==> src/pci_bar_window_allocator_assert.svh <==
// assertion macros shared by the allocator modules
// no dependencies; included by files that carry assertions
`ifndef PCI_BAR_WINDOW_ALLOCATOR_ASSERT_SVH
`define PCI_BAR_WINDOW_ALLOCATOR_ASSERT_SVH

// checked only outside reset
`define PBWA_ASSERT(lbl, clk, rst, prop) \
  lbl: assert property (@(posedge clk) disable iff (rst) (prop)) \
    else $error("pbwa assertion failed");

// checked during reset too
`define PBWA_ASSERT_ALWAYS(lbl, clk, prop) \
  lbl: assert property (@(posedge clk) (prop)) \
    else $error("pbwa assertion failed");

`endif

==> src/pbwa_pkg.sv <==
// package for the pci bar window allocator: constants, status codes, queue item
// no dependencies
package pbwa_pkg;

  localparam int unsigned WINDOW_BYTES = 1048576;
  localparam int unsigned PAGE_BYTES   = 4096;
  localparam int unsigned SLOT_COUNT   = 6;

  localparam int unsigned ADDR_W = 32;
  localparam int unsigned SIZE_W = 21;
  localparam int unsigned SLOT_W = 3;
  localparam int unsigned ATTR_W = 4;

  // reservation width covers the larger of window and page
  localparam int unsigned ALLOC_MAX =
    (WINDOW_BYTES > PAGE_BYTES) ? WINDOW_BYTES : PAGE_BYTES;
  localparam int unsigned ALLOC_W = $clog2(ALLOC_MAX + 1);

  localparam logic [ADDR_W-1:0] WINDOW_BASE_RST = 32'h4000_0000;
  localparam logic [ADDR_W-1:0] ALL_ONES        = 32'hffff_ffff;

  typedef enum logic [2:0] {
    ST_ASSIGNED   = 3'd0,
    ST_UNIMPL     = 3'd1,
    ST_IO         = 3'd2,
    ST_RESERVED   = 3'd3,
    ST_WIDE_LAST  = 3'd4,
    ST_BAD_SIZE   = 3'd5,
    ST_FULL       = 3'd6
  } status_t;

  // classified probe waiting for allocation
  typedef struct packed {
    logic               first;
    logic               wide;
    status_t            status;   // ST_ASSIGNED here means size checks passed
    logic [SIZE_W-1:0]  size;
    logic [ALLOC_W-1:0] alloc;
    logic [ALLOC_W-1:0] alloc_mask;
    logic [ATTR_W-1:0]  attr;
  } pbwa_item_t;

endpackage

==> src/pbwa_if.sv <==
// valid/ready channel interfaces for probe items and allocation results
// depends on pbwa_pkg
interface pbwa_in_if import pbwa_pkg::*; ();
  logic              valid;
  logic              ready;
  logic              first_of_function;
  logic [SLOT_W-1:0] slot;
  logic [ADDR_W-1:0] original_value;
  logic [ADDR_W-1:0] probe_low;
  logic [ADDR_W-1:0] probe_high;

  modport source (output valid, first_of_function, slot, original_value, probe_low,
                  probe_high, input ready);
  modport sink (input valid, first_of_function, slot, original_value, probe_low,
                probe_high, output ready);
endinterface

interface pbwa_out_if import pbwa_pkg::*; ();
  logic              valid;
  logic              ready;
  logic [2:0]        status;
  logic [ADDR_W-1:0] assigned_address;
  logic [SIZE_W-1:0] decode_size;
  logic [ATTR_W-1:0] attributes;
  logic              consumes_next_slot;

  modport source (output valid, status, assigned_address, decode_size, attributes,
                  consumes_next_slot, input ready);
  modport sink (input valid, status, assigned_address, decode_size, attributes,
                consumes_next_slot, output ready);
endinterface

==> src/pci_bar_window_allocator.sv <==
// channel    | dir | handshake      | payload
// in_ch      | in  | valid/ready    | first_of_function, slot, original_value, probes
// out_ch     | out | valid/ready    | status, assigned_address, decode_size, attributes,
//            |     |                | consumes_next_slot
// cfg        | in  | cfg_wr_en      | cfg_wr_data (window_base)
//
// one item per cycle sustained while out_ch.ready is high; a result is offered after the edge
// that follows its transfer at the earliest, having passed the queue and then the output register
// the back end's free pointer update (align add, end add, window compare) sets the cycle
// a two-entry queue parts front and back; in_ch.ready drops only when it is full
// a stalled result holds in the output register while the queue keeps filling
// rst is synchronous: queue empty, no result pending, free pointer zero, base 0x40000000
//
// top level of the pci bar window allocator; depends on pbwa_pkg, pbwa_if and submodules
module pci_bar_window_allocator import pbwa_pkg::*; (
  input  logic              clk,
  input  logic              rst,
  input  logic              cfg_wr_en,
  input  logic [ADDR_W-1:0] cfg_wr_data,
  pbwa_in_if.sink           in_ch,
  pbwa_out_if.source        out_ch
);

  logic       push;
  logic       q_full;
  logic       q_valid;
  logic       pop;
  pbwa_item_t wr_item;
  pbwa_item_t rd_item;

  pbwa_front u_front (
    .in_ch  (in_ch),
    .q_full (q_full),
    .push   (push),
    .item   (wr_item)
  );

  pbwa_queue u_queue (
    .clk     (clk),
    .rst     (rst),
    .push    (push),
    .wr_item (wr_item),
    .full    (q_full),
    .valid   (q_valid),
    .rd_item (rd_item),
    .pop     (pop)
  );

  pbwa_back u_back (
    .clk         (clk),
    .rst         (rst),
    .cfg_wr_en   (cfg_wr_en),
    .cfg_wr_data (cfg_wr_data),
    .q_valid     (q_valid),
    .q_item      (rd_item),
    .pop         (pop),
    .out_ch      (out_ch)
  );

endmodule

==> src/pbwa_front.sv <==
// front end: accepts probe items, checks type and decode size, builds queue items
// depends on pbwa_pkg and pbwa_in_if
module pbwa_front import pbwa_pkg::*; (
  pbwa_in_if.sink     in_ch,
  input  logic        q_full,
  output logic        push,
  output pbwa_item_t  item
);

  logic              wide;
  logic [ADDR_W-1:0] lo;
  logic [ADDR_W-1:0] hi;
  logic [ADDR_W-1:0] extent;
  logic              size_ok;
  logic [ALLOC_W-1:0] alloc;

  assign in_ch.ready = !q_full;
  assign push        = in_ch.valid && !q_full;

  always_comb begin
    wide = (in_ch.original_value[2:1] == 2'b10);
    lo   = {in_ch.probe_low[ADDR_W-1:4], 4'b0000};
    hi   = wide ? in_ch.probe_high : ALL_ONES;
    // size below 2^32 only when the upper word is all ones and lo is nonzero
    extent  = ~lo + 32'd1;
    size_ok = (hi == ALL_ONES) && (lo != '0) &&
              (extent <= ADDR_W'(WINDOW_BYTES)) && ((extent & (extent - 32'd1)) == '0);
    if (extent < ADDR_W'(PAGE_BYTES)) begin
      alloc = ALLOC_W'(PAGE_BYTES);
    end else begin
      alloc = extent[ALLOC_W-1:0];
    end

    item.first      = in_ch.first_of_function;
    item.wide       = wide;
    item.size       = extent[SIZE_W-1:0];
    item.alloc      = alloc;
    item.alloc_mask = alloc - ALLOC_W'(1);
    item.attr       = in_ch.original_value[ATTR_W-1:0];

    if (in_ch.original_value[0]) begin
      item.status = ST_IO;
    end else if (in_ch.original_value[2:1] != 2'b00 && !wide) begin
      item.status = ST_RESERVED;
    end else if (wide && in_ch.slot >= SLOT_W'(SLOT_COUNT - 1)) begin
      item.status = ST_WIDE_LAST;
    end else if (lo == '0 && !wide) begin
      item.status = ST_UNIMPL;
    end else if (!size_ok) begin
      item.status = ST_BAD_SIZE;
    end else begin
      item.status = ST_ASSIGNED;
    end
  end

endmodule

==> src/pbwa_queue.sv <==
// two-entry queue of classified items between front and back
// depends on pbwa_pkg and the assertion header
`include "pci_bar_window_allocator_assert.svh"

module pbwa_queue import pbwa_pkg::*; (
  input  logic       clk,
  input  logic       rst,
  input  logic       push,
  input  pbwa_item_t wr_item,
  output logic       full,
  output logic       valid,
  output pbwa_item_t rd_item,
  input  logic       pop
);

  pbwa_item_t entries [2];
  logic       wr_ptr;
  logic       rd_ptr;
  logic [1:0] count;

  assign full    = (count == 2'd2);
  assign valid   = (count != 2'd0);
  assign rd_item = entries[rd_ptr];

  always_ff @(posedge clk) begin
    if (push) begin
      entries[wr_ptr] <= wr_item;
    end
  end

  always_ff @(posedge clk) begin
    if (rst) begin
      wr_ptr <= 1'b0;
      rd_ptr <= 1'b0;
      count  <= 2'd0;
    end else begin
      if (push) begin
        wr_ptr <= ~wr_ptr;
      end
      if (pop) begin
        rd_ptr <= ~rd_ptr;
      end
      count <= count + {1'b0, push} - {1'b0, pop};
    end
  end

  `PBWA_ASSERT(a_count_bound, clk, rst, count <= 2'd2)
  `PBWA_ASSERT(a_ptr_match, clk, rst, (count == 2'd1) |-> (wr_ptr != rd_ptr))
  `PBWA_ASSERT_ALWAYS(a_reset_empty, clk, rst |=> (count == 2'd0 && wr_ptr == rd_ptr))

endmodule

==> src/pbwa_back.sv <==
// back end: holds the free pointer and window base, places reservations, drives results
// depends on pbwa_pkg, pbwa_out_if and the assertion header
`include "pci_bar_window_allocator_assert.svh"

module pbwa_back import pbwa_pkg::*; (
  input  logic              clk,
  input  logic              rst,
  input  logic              cfg_wr_en,
  input  logic [ADDR_W-1:0] cfg_wr_data,
  input  logic              q_valid,
  input  pbwa_item_t        q_item,
  output logic              pop,
  pbwa_out_if.source        out_ch
);

  logic [ADDR_W-1:0] window_base;
  logic [ADDR_W+1:0] window_limit;
  logic [ADDR_W:0]   next_free;
  logic [ADDR_W:0]   next_free_next;

  logic [ADDR_W:0]   base;
  logic [ADDR_W+1:0] aligned;
  logic [ADDR_W+2:0] alloc_end;
  logic              fits;
  status_t           res_status;

  logic              o_valid;
  status_t           o_status;
  logic [ADDR_W-1:0] o_addr;
  logic [SIZE_W-1:0] o_size;
  logic [ATTR_W-1:0] o_attr;
  logic              o_next;

  logic              o_zero;
  logic              o_page_ok;

  assign pop = q_valid && (!o_valid || out_ch.ready);

  always_comb begin
    // a first item restarts at the window base even when it fails
    base      = q_item.first ? {1'b0, window_base} : next_free;
    aligned   = ({1'b0, base} + (ADDR_W+2)'(q_item.alloc_mask)) &
                ~((ADDR_W+2)'(q_item.alloc_mask));
    alloc_end = {1'b0, aligned} + (ADDR_W+3)'(q_item.alloc);
    fits      = (alloc_end <= {1'b0, window_limit}) &&
                (alloc_end <= (ADDR_W+3)'(35'h1_0000_0000));
    res_status     = q_item.status;
    next_free_next = base;
    if (q_item.status == ST_ASSIGNED) begin
      if (fits) begin
        next_free_next = alloc_end[ADDR_W:0];
      end else begin
        res_status = ST_FULL;
      end
    end
  end

  always_ff @(posedge clk) begin
    if (rst) begin
      window_base  <= WINDOW_BASE_RST;
      window_limit <= {2'b00, WINDOW_BASE_RST} + (ADDR_W+2)'(WINDOW_BYTES);
      next_free    <= '0;
      o_valid      <= 1'b0;
    end else begin
      if (cfg_wr_en) begin
        window_base  <= cfg_wr_data;
        window_limit <= {2'b00, cfg_wr_data} + (ADDR_W+2)'(WINDOW_BYTES);
      end
      if (pop) begin
        next_free <= next_free_next;
        o_valid   <= 1'b1;
      end else if (out_ch.ready) begin
        o_valid <= 1'b0;
      end
    end
  end

  // result payload
  always_ff @(posedge clk) begin
    if (pop) begin
      o_status <= res_status;
      if (res_status == ST_ASSIGNED) begin
        o_addr <= aligned[ADDR_W-1:0];
        o_size <= q_item.size;
        o_attr <= q_item.attr;
        o_next <= q_item.wide;
      end else begin
        o_addr <= '0;
        o_size <= '0;
        o_attr <= '0;
        o_next <= 1'b0;
      end
    end
  end

  assign out_ch.valid              = o_valid;
  assign out_ch.status             = o_status;
  assign out_ch.assigned_address   = o_addr;
  assign out_ch.decode_size        = o_size;
  assign out_ch.attributes         = o_attr;
  assign out_ch.consumes_next_slot = o_next;

  assign o_zero    = (o_addr == '0) && (o_size == '0) && (o_attr == '0) && !o_next;
  assign o_page_ok = ((o_addr & ADDR_W'(PAGE_BYTES - 1)) == '0);

  `PBWA_ASSERT(a_fail_zero, clk, rst, (o_valid && o_status != ST_ASSIGNED) |-> o_zero)
  `PBWA_ASSERT(a_page_aligned, clk, rst, (o_valid && o_status == ST_ASSIGNED) |-> o_page_ok)
  `PBWA_ASSERT(a_ptr_hold, clk, rst, (!pop && !$past(rst)) |=> (next_free == $past(next_free)))

endmodule

==> src/flat_wrapper.sv <==
// flat-port wrapper written by rule: the top's interface ports become plain ports
module pci_bar_window_allocator_flat import pbwa_pkg::*;
  (clk, rst, cfg_wr_en, cfg_wr_data, in_ch_valid, in_ch_first_of_function, in_ch_slot, in_ch_original_value, in_ch_probe_low, in_ch_probe_high, in_ch_ready, out_ch_valid, out_ch_status, out_ch_assigned_address, out_ch_decode_size, out_ch_attributes, out_ch_consumes_next_slot, out_ch_ready);
  pbwa_in_if in_ch_i ();
  pbwa_out_if out_ch_i ();
  input  logic clk;
  input  logic rst;
  input  logic cfg_wr_en;
  input  logic [ADDR_W-1:0] cfg_wr_data;
  input wire logic [$bits(in_ch_i.valid)-1:0] in_ch_valid;
  input wire logic [$bits(in_ch_i.first_of_function)-1:0] in_ch_first_of_function;
  input wire logic [$bits(in_ch_i.slot)-1:0] in_ch_slot;
  input wire logic [$bits(in_ch_i.original_value)-1:0] in_ch_original_value;
  input wire logic [$bits(in_ch_i.probe_low)-1:0] in_ch_probe_low;
  input wire logic [$bits(in_ch_i.probe_high)-1:0] in_ch_probe_high;
  output wire logic [$bits(in_ch_i.ready)-1:0] in_ch_ready;
  output wire logic [$bits(out_ch_i.valid)-1:0] out_ch_valid;
  output wire logic [$bits(out_ch_i.status)-1:0] out_ch_status;
  output wire logic [$bits(out_ch_i.assigned_address)-1:0] out_ch_assigned_address;
  output wire logic [$bits(out_ch_i.decode_size)-1:0] out_ch_decode_size;
  output wire logic [$bits(out_ch_i.attributes)-1:0] out_ch_attributes;
  output wire logic [$bits(out_ch_i.consumes_next_slot)-1:0] out_ch_consumes_next_slot;
  input wire logic [$bits(out_ch_i.ready)-1:0] out_ch_ready;
  assign in_ch_i.valid = in_ch_valid;
  assign in_ch_i.first_of_function = in_ch_first_of_function;
  assign in_ch_i.slot = in_ch_slot;
  assign in_ch_i.original_value = in_ch_original_value;
  assign in_ch_i.probe_low = in_ch_probe_low;
  assign in_ch_i.probe_high = in_ch_probe_high;
  assign in_ch_ready = in_ch_i.ready;
  assign out_ch_valid = out_ch_i.valid;
  assign out_ch_status = out_ch_i.status;
  assign out_ch_assigned_address = out_ch_i.assigned_address;
  assign out_ch_decode_size = out_ch_i.decode_size;
  assign out_ch_attributes = out_ch_i.attributes;
  assign out_ch_consumes_next_slot = out_ch_i.consumes_next_slot;
  assign out_ch_i.ready = out_ch_ready;
  pci_bar_window_allocator u_core (.clk(clk), .rst(rst), .cfg_wr_en(cfg_wr_en), .cfg_wr_data(cfg_wr_data), .in_ch(in_ch_i), .out_ch(out_ch_i));
endmodule
==> config.mk <==
export PLATFORM = sky130hd
export DESIGN_NAME = pci_bar_window_allocator_flat
export DESIGN_NICKNAME = d
export VERILOG_FILES = /design/src/pbwa_pkg.sv /design/src/pbwa_if.sv /design/src/pci_bar_window_allocator.sv /design/src/pbwa_front.sv /design/src/pbwa_queue.sv /design/src/pbwa_back.sv /design/src/flat_wrapper.sv
export VERILOG_INCLUDE_DIRS = /design/src /design/src/src
export SDC_FILE = /design/constraint.sdc
export NUM_CORES = 1
export LEC_CHECK = 0
export BUFFER_PORTS_ARGS = -buffer_cell sky130_fd_sc_hd__buf_4
export CORE_MARGIN = 2
export CORE_UTILIZATION = 60
export DETAILED_ROUTE_END_ITERATION = 12
export MAX_ROUTING_LAYER = met4
export PLACE_DENSITY = 0.81
export SYNTH_ARGS = -nofsm -noshare
export SYNTH_HDL_FRONTEND = slang
export SYNTH_HIERARCHICAL = 1
export SYNTH_SLANG_ARGS = --single-unit
==> constraint.sdc <==
create_clock -name clk -period 21.3 [get_ports clk]
set_input_delay 1.065 -clock clk [delete_from_list [all_inputs] [get_ports clk]]
set_output_delay 1.065 -clock clk [all_outputs]
set_load 0.01 [all_outputs]
Word level (Yosys, flattened, before mapping). Memory sizes are Yosys's and may differ from the RTL's. A register that Yosys moved wholly into a read port is not among the register bits. Index checks and enable logic that the tools add are counted. W data, S select, Z words.

Add/sub/neg operators: 8. $lt $le $gt $ge: 5. Equal/unequal tests: 3. Multiplexer cells: 18. Bitwise logic cells: 6. Reduce and logical (&&, ||, !) cells: 21.

Operators with widths (count): $mux W33 (3); $add A34 B21 Y35 (1); $le A35 B33 Y1 const B (1); $le A35 B34 Y1 (1); $add A33 B21 Y34 (1); $and A34 B34 Y34 (1); $not A21 Y34 (1); $add A32 B21 Y33 const B (1); $add A32 B1 Y32 const B (1); $and A32 B32 Y32 (1); $eq A32 B32 Y1 const B (1); $le A32 B21 Y1 const B (1); $logic_not A32 Y1 (1); $lt A32 B13 Y1 const B (1); $mux W32 (1); $not A32 Y32 (1); $sub A32 B1 Y32 const B (1); $logic_not A28 Y1 (1); $reduce_bool A28 Y1 (1); $mux W21 (1); $mux W3 (7); $sub A21 B1 Y21 const B (1); $logic_and A1 B1 Y1 (9); $logic_not A3 Y1 (2); other kinds (9) (20).

Flip-flop bits (word level): 165. Bits in writable memories: 144. Input bits: 137. Output and inout bits: 63. Logic and storage cells: 74. Memories: 1.

Memories: u_core.u_queue.entries (words 2, bits a word 72, rd ports 1, clocked after memory_dff 1, write ports 1, line pbwa_queue.sv:16) `pbwa_item_t entries [2];`.

Depth between registers and ports, before layout. Gate-level depths: netlist of the first run.

Depth in word-level cells: 11. Mapped depth: 44. Mapped depth without buffers: 37.

Hierarchy. The synthesis of the first run kept the hierarchy.

By module, submodules not included: pbwa_back (times used 1, cells an instance 1168, area an instance 10204.8 µm², sequential area each 3413.3 µm²); pbwa_queue (times used 1, cells an instance 245, area an instance 5768.0 µm², sequential area each 4424.2 µm²); pbwa_front (times used 1, cells an instance 311, area an instance 1936.9 µm², sequential area each 0.0 µm²).

Worst setup path after synthesis of the first run. No wires, ideal clock.

Kind: reg-to-reg. Start point: reg (tool-made name). End point: reg u_core.u_back.next_free[21]. Setup time: 242 ps. Arrival: 8377 ps. Required time: 21058 ps. Setup slack: 12681 ps. Stages on the path, launching flop included: 42. Buffers on the path: 9. Period minus slack after synthesis: 8619 ps. Path through: dfxtp_1 -> buf_6 -> mux2_2 -> buf_4 -> buf_2 -> buf_1 -> clkbuf_1 -> mux2_2 -> ha_1 -> nand2_1 -> a21oi_1 -> nand2b_1 -> a21oi_1 -> nor2_1 -> a41o_1 -> xor2_1 -> nor2b_1 -> ha_1 -> (+6 left out) -> o21a_1 -> or2_2 -> ha_1 -> a21o_1 -> a21oi_1 -> o211ai_1 -> a21o_1 -> a21oi_1 -> a31oi_1 -> a211oi_1 -> o41ai_2 -> or2_2 -> buf_2 -> and2_4 -> buf_6 -> buf_8 -> o21ai_1 -> o22ai_1.

RTL lines: end signal: assignment (line pbwa_back.sv:70) `next_free <= next_free_next;`; end: declaration (line pbwa_back.sv:18) `logic [ADDR_W:0] next_free;`.

==> metrics.txt, run 1 <==
Fin Clk Skew=13.36 ps; maximum fanout along the worst path=46; routed wire length=45.71 mm; top cell type's share of synthesized area=34.37%; area added between synthesis and finish=13.13%; vias=13910; Post-synth EDFFs=205; max cap viols=0; vias in the first global route=13520; Detail Route Antenna Nets=0; Post-Syn Instances=1724; Longest Clk Path Bufs=3; Req. time, crit path=21670 ps; Initial Util=60.75%; area of placed instances=19130 µm²; crit-path most repeated cell=a21oi_1; power density cells=138.5 nW/µm²; Slew Limit Headroom=27.98%; Final nets=2070; Tot GR Track Use=29.69%; Die Ht=176.8 µm; multi-input logic area=9186 µm²; first-pass GRT wire length=71.10 mm; Startpoint Class=register; Hold Crit Class=reg2reg; clk_lat worst skew=520 ps; setup violators final=0; Worst IR Drop VDD=0.00008229 V; Design Area, Final=20260 µm²; Final Critical Period=10400 ps; post-CTS sizing=0; DRC viols=0; Total Die Area=31250 µm²; share of layout cells above drive strength 1=20.53%; Synth area leaders=edfxtp_1 34%, dfxtp_1 9.4%, mux2_4 5.9%; initial drt markers=1165; sequential area share after synthesis=43.76%; commonest non-fill, non-tap cell in the layout=edfxtp_1; CP bufs+invs=2; dpl hpwl=33.65 mm; H-tree depth=2; final core occ=68.73%; status=completed; Syn Area/Cell=10.39 µm²; Post-CTS Hold Buffers=0; post-synth cell types=106; setup_tns=0 ps; Worst path max stage delay=880 ps; WP data arrival=10780 ps; largest net degree at the start of global routing=68; Yosys Warn Count=6; critical path's top delay family=compound AO/OA/AOI/OAI gates; clock-pin slew on the worst setup and hold paths=60 ps; Slew Viols, Final=0; Filler cells=2198; total congestion overflow=0; WL per Instance=20.18 µm; Slew @ Worst Pin=1074 ps; Clk Tree Root Cell=clkbuf_16; post-CTS setup buffer count=0; Pleak=7.989 nW; CP Capture Type=register; Critical-path top delay cell=o41ai_1; via-per-instance ratio=6.143; CTS tree=done; synthesized area=17910 µm²; area leader, netlist=edfxtp_1; final worst path period share=48.83%; Routability Congestion=0.9325; highest clock rate=96.14 MHz; core area=29480 µm²; CTS sink count=289; Sequential cell area=7841 µm²; DRT Pass-1 Iters=6; ys async rst share=0%; initial antenna violation count=0; Num CTS Buffers=34; # diodes=0; Die Wd=176.8 µm; most frequent cells in the layout=205 x edfxtp_1, 174 x buf_4, 156 x nor2_1; flops & latches, synth=289; Top FF cell, synth=edfxtp_1; Boundary Pins=200; port bufs=167; final hold violation count=0; WS Path Type=reg2reg; Rows=63; RSZ-0062 raised after global routing=no
state kept, by name, summed over array words and instances (netlist names), named ones only:
| register | cells |
|---|---|
| u_core/u_back/out_ch.valid | 1 |
| u_core/u_queue/entries | 144 |
| u_core/u_back/out_ch.consumes_next_slot | 1 |
| u_core/u_queue/count | 2 |
| u_core/u_back/out_ch.status | 3 |
| u_core/u_queue/wr_ptr | 1 |
| u_core/u_back/out_ch.attributes | 4 |
| u_core/u_back/window_limit | 13 |
| u_core/u_back/out_ch.assigned_address | 32 |
| u_core/u_back/window_base | 32 |
| u_core/u_queue/rd_ptr | 1 |
| u_core/u_back/out_ch.decode_size | 21 |
| u_core/u_back/next_free | 33 |
cell usage after synthesis (26+ instances only):
| cell type | count |
|---|---|
| dfxtp_1 | 84 |
| ha_1 | 80 |
| inv_1 | 78 |
| a21o_1 | 28 |
| edfxtp_1 | 205 |
| and2_1 | 52 |
| clkbuf_1 | 39 |
| nand2_1 | 137 |
| nand4_1 | 40 |
| nor2_1 | 156 |
| xnor2_1 | 49 |
| mux2_4 | 70 |
| o21ai_0 | 63 |
| a21oi_1 | 83 |
| mux2_2 | 26 |
| nand3_1 | 35 |
| a31oi_1 | 33 |
| mux2i_1 | 50 |
| xor2_1 | 31 |
| nor3_1 | 42 |
layout make-up:
cell class,count,share of cell area (%)
multi-input cells,1270,45.34
flip-flops and latches,289,38.70
repair buffers,174,6.447
clock buffers,42,4.558
well taps,390,2.408
inverters,82,1.532
clock inverters,18,1.013
worst paths after layout:
| check | endpoint | startpoint | cells after the start | slack [ps] |
|---|---|---|---|---|
| max reg2reg | u_core/u_back/out_ch.decode_size[13] | register | 34 | 10900 |
| max | u_core/u_back/out_ch.decode_size[13] | register | 34 | 10900 |
| min reg2reg | u_core/u_back/window_limit[32] | u_core/u_back/window_limit[32] | 2 | 470 |
| min | u_core/u_back/window_limit[32] | u_core/u_back/window_limit[32] | 2 | 470 |
layer usage:
metal / routed length, µm / global-route usage [%] / up-vias
met1: 19560 / 37.98 / 6702
met4: 1064 / 8.023 / 0
li1: - / - / 6600
met5: 0 / - / -
met2: 22300 / 50.29 / 525
met3: 2788 / 3.329 / 87
power by group:
part | leakage, nW | internal [W] | switching [W]
sequential | 2.64 | 0.000751 | 0.0000520
clock | 0.549 | 0.000349 | 0.000237
combinational | 4.80 | 0.000558 | 0.000861
stage by stage:
step	setup WS [ps]	hold WS, ps	total power (W)	cells
after detailed placement	11200	457.3	0.002199	2205
after global placement	11350	451.4	0.002154	2205
after CTS	11130	472.8	0.002793	2265
after global routing	10430	487.9	0.002972	2265
final	10900	472.8	0.002807	2265
after floorplan	12680	435.5	0.001813	1734
cell families (layout without fill, tap and decap cells):
group,count (synthesis),count (layout),synth area share [%]
AOI/OAI and AO/OA,348,348,13.11
DFF,289,289,43.76
buffers and inverters,175,316,5.226
other,2,12,0.04193
muxes,147,147,10.42
xor gates and xnor gates,82,82,4.129
and+or+nand+nor,599,599,17.49
adders and majority gates,82,82,5.813
worst reg2reg max path: cells and delay by family (launching register included):
family          cells  cell delay (ps)
compound gates     15             4230
xor+xnor            1              190
fa+ha+maj           3              970
buf+inv             2              790
flops               1              540
mux                 2              710
simple gates       11             2830
(Power assumes the default switching activity.)
==> inputs of run 2 (changes only) <==
--- a/config.mk
+++ b/config.mk
@@ -6,12 +6,13 @@
 export SDC_FILE = /design/constraint.sdc
 export NUM_CORES = 1
 export LEC_CHECK = 0
+export ABC_AREA = 1
 export BUFFER_PORTS_ARGS = -buffer_cell sky130_fd_sc_hd__buf_4
 export CORE_MARGIN = 2
-export CORE_UTILIZATION = 60
+export CORE_UTILIZATION = 55
 export DETAILED_ROUTE_END_ITERATION = 12
 export MAX_ROUTING_LAYER = met4
-export PLACE_DENSITY = 0.81
+export PLACE_DENSITY = 0.78
 export SYNTH_ARGS = -nofsm -noshare
 export SYNTH_HDL_FRONTEND = slang
 export SYNTH_HIERARCHICAL = 1
==> constraint.sdc (replaced) <==
create_clock -name clk -period 9.46 [get_ports clk]
set_input_delay 0.473 -clock clk [delete_from_list [all_inputs] [get_ports clk]]
set_output_delay 0.473 -clock clk [all_outputs]
set_load 0.01 [all_outputs]
==> run 2 against run 1 <==
Net effect:
- final area increased by 7.0%
- clock power grew 110%
- critical path type unchanged
- largest power group unchanged
- combinational power grew to 2.6 times the previous value
- count of clock-buffer cells in the layout increased by 6
- die area rose by 16%
- sequential power rose by 120%
- non-clock buffer count up 14
- register-to-register slack got worse by 9300 ps
- first-iteration DRC count increased by 23%
==> metrics.txt, run 2 <==
Largest Register=u_core/u_queue/entries; maximum fanout along the worst path=60; area added between synthesis and finish=13.22%; largest net degree at the start of global routing=61; Filler cells=3022; ys async rst share=0%; Synth area leaders=edfxtp_1 32%, nand2_1 14%, dfxtp_1 8.8%; routed wire length=50.05 mm; most frequent cells in the layout=698 x nand2_1, 380 x inv_1, 259 x nor2_1; R2R setup slack=1580 ps; Pleak=10.26 nW; Detail Route Antenna Nets=0; dpl hpwl=38.45 mm; clock-pin slew on the worst setup and hold paths=60 ps; WL per Instance=16.06 µm; Slew Viols, Final=0; H-tree depth=2; first-pass GRT wire length=80.11 mm; crit-path most repeated cell=nand2_1; Die Wd=190.6 µm; hold_sp=in_ch_original_value[3]; pre-CTS setup slack=1597 ps; worst r2r dst=u_core/u_back/out_ch.assigned_address[11]; setup_tns=0 ps; RSZ-0062 raised after global routing=no; area leader, netlist=edfxtp_1; max reg flops=144; Final nets=2857; core area=34460 µm²; setup violators final=0; WP data arrival=8290 ps; Slew @ Worst Pin=929.7 ps; biggest regs=u_core/u_queue/entries x144, u_core/u_back/next_free x33; Die Ht=190.6 µm; clk_lat worst skew=540 ps; Tot Pwr=0.006709 W; count leader, synth=nand2_1; port bufs=167; R2R cell count=40; via-per-instance ratio=5.357; Post-synth EDFFs=205; Initial Util=55.58%; Top FF cell, synth=edfxtp_1; WS Path Type=reg2reg; CP Capture Type=register; post-synthesis mux area share=5.605%; Final Critical Period=7880 ps; Post-Synth Simple-Gate Area=30.14%; Critical-path top delay cell=buf_4; Startpoint Class=register; Yosys Warn Count=6; XOR/XNOR Fraction of Synth Area=0.9146%; final worst path period share=83.30%; Worst path max stage delay=670 ps; Boundary Pins=200; vias in the first global route=15930; vias=16700; Longest Clk Path Bufs=3; Req. time, crit path=9870 ps; Compound-Gate Fraction of Synth Area=6.297%; most frequent cells after synthesis=698 x nand2_1, 381 x inv_1, 260 x nor2_1, 205 x edfxtp_1, 156 x nand3_1; total congestion overflow=0; power density cells=309.4 nW/µm²; Slew Limit Headroom=38.02%; share of layout cells above drive strength 1=14.43%; Post-Synth Adder-Cell Area=5.435%; max cap viols=0; final hold violation count=0; CTS tree=done; commonest non-fill, non-tap cell in the layout=nand2_1; worst hold endpoint=u_core/u_queue/entries[1][3]; # diodes=0; DRT Pass-1 Iters=5; highest clock rate=126.9 MHz; top cell type's share of synthesized area=32.14%; largest family of logic cells by synthesized area=simple AND/OR/NAND/NOR gates; Routability Congestion=0.9551; Worst IR Drop VDD=0.0001493 V; Clk Tree Root Cell=clkbuf_16; hold path cells=1; CP bufs+invs=9; Num CTS Buffers=34; Total Die Area=36330 µm²; synthesized area=19150 µm²; Tot GR Track Use=28.58%; DRC viols=0; Post-CTS Hold Buffers=0; sequential area share after synthesis=40.92%; Worst Slack Setup Final=1580 ps; status=completed; Rows=68; CTS sink count=289; Syn Area/Cell=7.711 µm²; initial antenna violation count=0; final core occ=62.93%; initial drt markers=1436; post-synth cell types=50; flops & latches, synth=289; critical path's top delay family=simple AND/OR/NAND/NOR gates; post-CTS sizing=0; Post-Syn Instances=2484; Fin Clk Skew=28.34 ps; post-CTS setup buffer count=0; Hold Crit Class=in2reg
==> run 2: cell types whose count changed in the layout (fill, tap and decap cells not counted), sizes merged, moves of 27 or more <==
cell / before / now
a21o: 28 / 1
xnor2: 50 / 6
nor2: 156 / 281
a31oi: 33 / 3
nand3: 36 / 163
and2: 53 / 3
nand2: 140 / 725
mux2i: 51 / 0
inv: 83 / 394
a21oi: 86 / 120
==> run 2: worst max-delay path by stage <==
stage | from | to | slack [ps] | depth (start not counted)
3_3_place_gp | register | u_core/u_back/out_ch.assigned_address[11] | 1620 | 40
3_5_place_dp | register | u_core/u_back/out_ch.assigned_address[11] | 1600 | 38
2_1_floorplan | register | u_core/u_back/out_ch.assigned_address[1] | 3270 | 51
5_1_grt | register | u_core/u_back/out_ch.assigned_address[11] | 950 | 40
6_report | register | u_core/u_back/out_ch.assigned_address[11] | 1580 | 40
4_1_cts | register | u_core/u_back/out_ch.assigned_address[11] | 1570 | 38
==> run 2: cell type report <==
type	count	area (µm²)	share of cell area (%)
Sequential cell	289	7841	36.16
Timing Repair Buffer	188	1424	6.566
Inverter	393	1476	6.809
Multi-Input combinational cell	1732	9328	43.02
Clock buffer	48	913.4	4.212
Clock inverter	12	132.6	0.6116
Tap cell	455	569.3	2.625
==> run 2: worst reg2reg max path: cells and delay by family, from the launching register on <==
kind / cells / cell delay [ps]
adders and majority gates: 3 / 1000
buffers and inverters: 9 / 2150
DFF: 1 / 340
muxes: 1 / 380
and+or+nand+nor: 27 / 3930
==> run 2: cell families (layout without fill, tap and decap cells) <==
family	Yosys count	count (layout)
buf+inv	473	641
simple gates	1322	1322
xor+xnor	20	20
fa+ha+maj	82	82
compound gates	224	224
flops	289	289
other cells	2	12
mux	72	72
==> run 2: stage by stage <==
step                std cells  hold WS, ps  area, µm²
CTS                      3117        121.0      21680
global route             3117        119.1      21680
detailed placement       3057        453.7      20640
global placement         3057        447.9      20640
finish                   3117        147.1      21680
floorplan                2494        433.6      19190
==> run 2: metal layers <==
layer | share of wire [%] | GRT usage, %
met5 | 0 | -
met1 | 44 | 35.76
met4 | 3.3 | 10.44
met2 | 48 | 48.03
met3 | 5.6 | 3.128
==> run 2: power breakdown <==
group          internal (W)  switching (W)
logic               0.00128        0.00242
clock network      0.000712       0.000523
registers           0.00169      0.0000880
